File: src/design/csdc_ram.sv
// ----------------------------------------------------------------------------
// csdc_ram
// Generic single-port RAM with registered read.
// ----------------------------------------------------------------------------
module csdc_ram #(
	parameter int unsigned Width = 8,
	parameter int unsigned Depth = 16
) (
	input  logic                     clk,
	input  logic                     we,
	input  logic [$clog2(Depth)-1:0] addr,
	input  logic [Width-1:0]         wdata,
	output logic [Width-1:0]         rdata
);
	logic [Width-1:0] mem_q [Depth];

	always_ff @(posedge clk) begin
		if (we) begin
			mem_q[addr] <= wdata;
		end
		rdata <= mem_q[addr];
	end
endmodule

File: config.mk
export PLATFORM = sky130hd
export DESIGN_NAME = csdc_ram
export DESIGN_NICKNAME = d
export VERILOG_FILES = /design/src/design/csdc_ram.sv
export SDC_FILE = /design/constraint.sdc
export NUM_CORES = 1
export LEC_CHECK = 0
export BUFFER_PORTS_ARGS = -buffer_cell sky130_fd_sc_hd__clkbuf_2
export CAP_MARGIN = 20
export CORE_MARGIN = 5
export CORE_UTILIZATION = 50
export CTS_CLUSTER_DIAMETER = 100
export DETAILED_ROUTE_END_ITERATION = 8
export GPL_TIMING_DRIVEN = 0
export PLACE_DENSITY = 0.76
export SYNTH_ARGS = -nofsm -noshare
export SYNTH_HDL_FRONTEND = slang
export SYNTH_SLANG_ARGS = --single-unit
File: constraint.sdc
create_clock -name clk -period 2.1 [get_ports clk]
set_clock_uncertainty 0.1 [all_clocks]
set_input_delay 0.105 -clock clk [delete_from_list [all_inputs] [get_ports clk]]
set_output_delay 0.105 -clock clk [all_outputs]
set_load 0.1 [all_outputs]
==> impl_summary.log <==
INFO  metric status = finished clean
INFO  metric grt_pass1_wl = 15,800 µm
INFO  metric drt_pass1_iterations = 5
INFO  metric antenna_found_initial = 0
INFO  metric tritoncts_clock_tree = done
INFO  metric first_element_of_the_critical_path = addr[1]
INFO  metric cts-root-buf = sky130_fd_sc_hd__clkbuf_8
INFO  metric initialDrtViolationCount = 245
INFO  metric fp.coreArea = 0.00982 mm²
INFO  metric finalSetupViolations = 0
INFO  metric insertion_delay = 0.52 ns
INFO  metric syn_nets = 244
INFO  metric area_fraction_of_the_dominant_cell_type_after_synthesis = 75.9%
INFO  metric cts_made_buffers = 17
INFO  metric die-area = 0.0122 mm²
INFO  metric drcViolationCount = 0
INFO  metric grt_pass1_vias = 2,625
INFO  metric crit_path_top_delay_cell = sky130_fd_sc_hd__nor2_1
INFO  metric rr_endpoint = rdata[2]
INFO  metric num_rows = 36
INFO  metric via_count_normalized_by_instance_count = 5.91
INFO  metric overall_routed_net_length = 10,500 µm
INFO  metric post_synth_main_area_contributors = sky130_fd_sc_hd__edfxtp_1 (76%), sky130_fd_sc_hd__mux4_2 (14%), sky130_fd_sc_hd__dfxtp_1 (3.2%)
INFO  metric path_buf_inv = 2
INFO  metric synth.yosys.seq_area_share = 79.0%
INFO  metric required = 2.15 ns
INFO  metric num-nets-final = 294
INFO  metric setup_total_negative_slack = 0 ns
INFO  metric post_cts.resized_instances = 0
INFO  metric path_max_fanout = 10
INFO  metric layout.filler_cells = 691
INFO  metric layout.cells.non_filler = 426
INFO  metric critPathTopFamily = simple AND/OR/NAND/NOR gates
INFO  metric initial_core_util = 51.6%
INFO  metric htreeDepth = 4
INFO  metric fp.dieH = 111 µm
INFO  metric area_growth = 18.5%
INFO  metric worst_hold_path_type = input port to flop
INFO  metric peakVddDrop = 0.000566 V
INFO  metric critPathCaptureType = flop
INFO  metric grt.total_usage = 17.9%
INFO  metric syn_avg_cell_area = 22.0 µm²
INFO  metric synth_area_leader_cell = sky130_fd_sc_hd__edfxtp_1
INFO  metric chipWidth = 111 µm
INFO  metric worst_slew_pin_slew = 0.871 ns
INFO  metric avgRoutedWirePerCell = 24.6 µm
INFO  metric synth.ff_latch_count = 136
INFO  metric synthDistinctLibCells = 18
INFO  metric worst_setup_path_start_kind = input port
INFO  metric reg2regPathDepth = 3
INFO  metric path_cells = buf_2 > buf_1 > nand2b_1 > nor2_1
INFO  metric hold-worst-slack = 0.0801 ns
INFO  metric layout_worst_path_cycle_share = 84.0%
INFO  metric crit_arrival = 1.81 ns
INFO  metric timing.critical_path.depth = 4
INFO  metric crit_end = mem_q[2][7]
INFO  metric final_hold_viol_count = 0
INFO  metric synth_area = 0.00507 mm²
INFO  metric post_dp_hpwl = 6410 µm
INFO  metric post_route_minimum_period = 1.76 ns
INFO  metric power_per_cell_area = 1050 mW/mm²
INFO  metric clock_path_buffers = 2
INFO  metric power.total = 0.00630 W
INFO  metric unrepaired_setup_endpoints_after_global_routing = false
INFO  metric ff_latch_area = 0.00400 mm²
INFO  metric clkSlewWorstSetupHoldPaths = 0.06 ns
INFO  metric port-buffer-count = 19
INFO  metric achievable-frequency = 567 MHz
INFO  metric p_leak = 1.96 nW
INFO  metric antenna_violating_nets_post_route = 0
INFO  metric multi_input_gate_area = 0.00100 mm²
INFO  metric synth_warnings = 0
INFO  metric grt_start_max_net_pins = 17
INFO  metric crit-reg2reg-launch = mem_q[2][2]
INFO  metric io_pins = 22
INFO  metric congestion_overflow_gr = 0
INFO  metric route.vias.total = 2,517
INFO  metric placed_cells = 386
INFO  metric slew_limit_headroom = 41.7%
INFO  metric final_layout_size_suffix_gt1_share = 31.1%
INFO  metric cts_num_sinks = 136
INFO  metric gp_congestion = 0.753
INFO  metric syn-instance-count = 230
INFO  metric maximum_single_stage_delay_on_the_critical_path = 0.73 ns
INFO  metric num_antenna_cells = 0
INFO  metric criticalPathCategory = input port to flop
INFO  metric timing.final.max_slew_violations = 0
INFO  metric max-cap-violations = 0
INFO  metric regToRegSetupSlack = 0.54 ns
-- layout make-up --
class | count | area share [%]
buffer | 11 | 1.00
clock buffer | 17 | 6.89
clock inverter | 15 | 2.56
multi-input combinational | 83 | 16.7
sequential | 136 | 66.7
tap | 133 | 2.77
timing repair buffer | 31 | 3.42
-- how the worst min path moves through the flow --
stage | slack (ns) | endpoint | from | cells past startpoint
final | 0.08 | rdata[5] | addr[0] | 4
after global routing | 0.10 | rdata[0] | addr[0] | 4
after CTS | 0.07 | rdata[0] | addr[0] | 4
after detailed placement | 0.49 | mem_q[0][0] | wdata[0] | 1
after global placement | 0.45 | mem_q[6][6] | wdata[6] | 1
after floorplan | 0.10 | mem_q[0][0] | wdata[0] | 0
-- layer usage --
| metal | GRT usage [%] | vias to the layer above | wire length [µm] |
|---|---|---|---|
| li1 | - | 1067 | - |
| met1 | 23.3 | 1293 | 4200 |
| met2 | 27.8 | 130 | 5170 |
| met3 | 5.19 | 27 | 785 |
| met4 | 8.54 | 0 | 314 |
| met5 | 0 | - | 0 |
-- cells in the mapped netlist, drive strengths merged --
cell,number
edfxtp,128
mux4,32
a22oi,16
nor2,13
nand2,9
buf,8
dfxtp,8
nor3,4
clkbuf,3
nand2b,2
nand3b,2
nor2b,2
and2,1
nand3,1
or3b,1
-- registers in the layout (all words and copies together) (netlist names) --
name / cells
rdata: 8
mem_q: 128
-- kinds of logic after synthesis --
| group | count (synthesis) | share of synthesized area (%) |
|---|---|---|
| buf+inv | 11 | 1.19 |
| simple gates | 35 | 3.21 |
| compound gates | 16 | 2.37 |
| flops | 136 | 79.0 |
| mux | 32 | 14.2 |
-- repair_timing --
item | 4_1_cts | 5_1_grt
hold endpoints to repair | 128 | 0
buffers inserted | 0 | 0
hold buffers | 8 | 0
-- where the power goes --
| group | total (W) | internal (W) | leakage, nW | switching [W] |
|---|---|---|---|---|
| combinational | 0.000430 | 0.000125 | 0.474 | 0.000305 |
| sequential | 0.00305 | 0.00304 | 1.22 | 0.0000168 |
| clock | 0.00281 | 0.00169 | 0.262 | 0.00113 |
-- stage by stage --
stage               area [µm²]  worst slack [ns]  utilization, %
finish                    6010             0.336            61.2
CTS                       6010             0.370            61.2
global route              6010             0.242            61.2
global placement          5330            -0.182            54.3
floorplan                 5070             0.402               -
detailed placement        5360            -0.179            54.6
-- tightest hold or removal path, cell delays in order --
cell and delay (ns):
sky130_fd_sc_hd__buf_6 0.17, sky130_fd_sc_hd__mux4_2 0.24, sky130_fd_sc_hd__a22oi_1 0.07, sky130_fd_sc_hd__nand2_1 0.07
-- layout by cell type, fill, tap and decap left out, types with 5 or more instances in the layout --
| master | netlist | final |
|---|---|---|
| sky130_fd_sc_hd__nand2_1 | 9 | 9 |
| sky130_fd_sc_hd__clkbuf_2 | 1 | 20 |
| sky130_fd_sc_hd__dlygate4sd3_1 | 0 | 8 |
| sky130_fd_sc_hd__clkbuf_16 | 0 | 16 |
| sky130_fd_sc_hd__nor2_1 | 13 | 13 |
| sky130_fd_sc_hd__clkinvlp_4 | 0 | 5 |
| sky130_fd_sc_hd__a22oi_1 | 16 | 16 |
| sky130_fd_sc_hd__mux4_2 | 32 | 32 |
| sky130_fd_sc_hd__edfxtp_1 | 128 | 128 |
| sky130_fd_sc_hd__dfxtp_1 | 8 | 8 |
(Power assumes the default switching activity.)
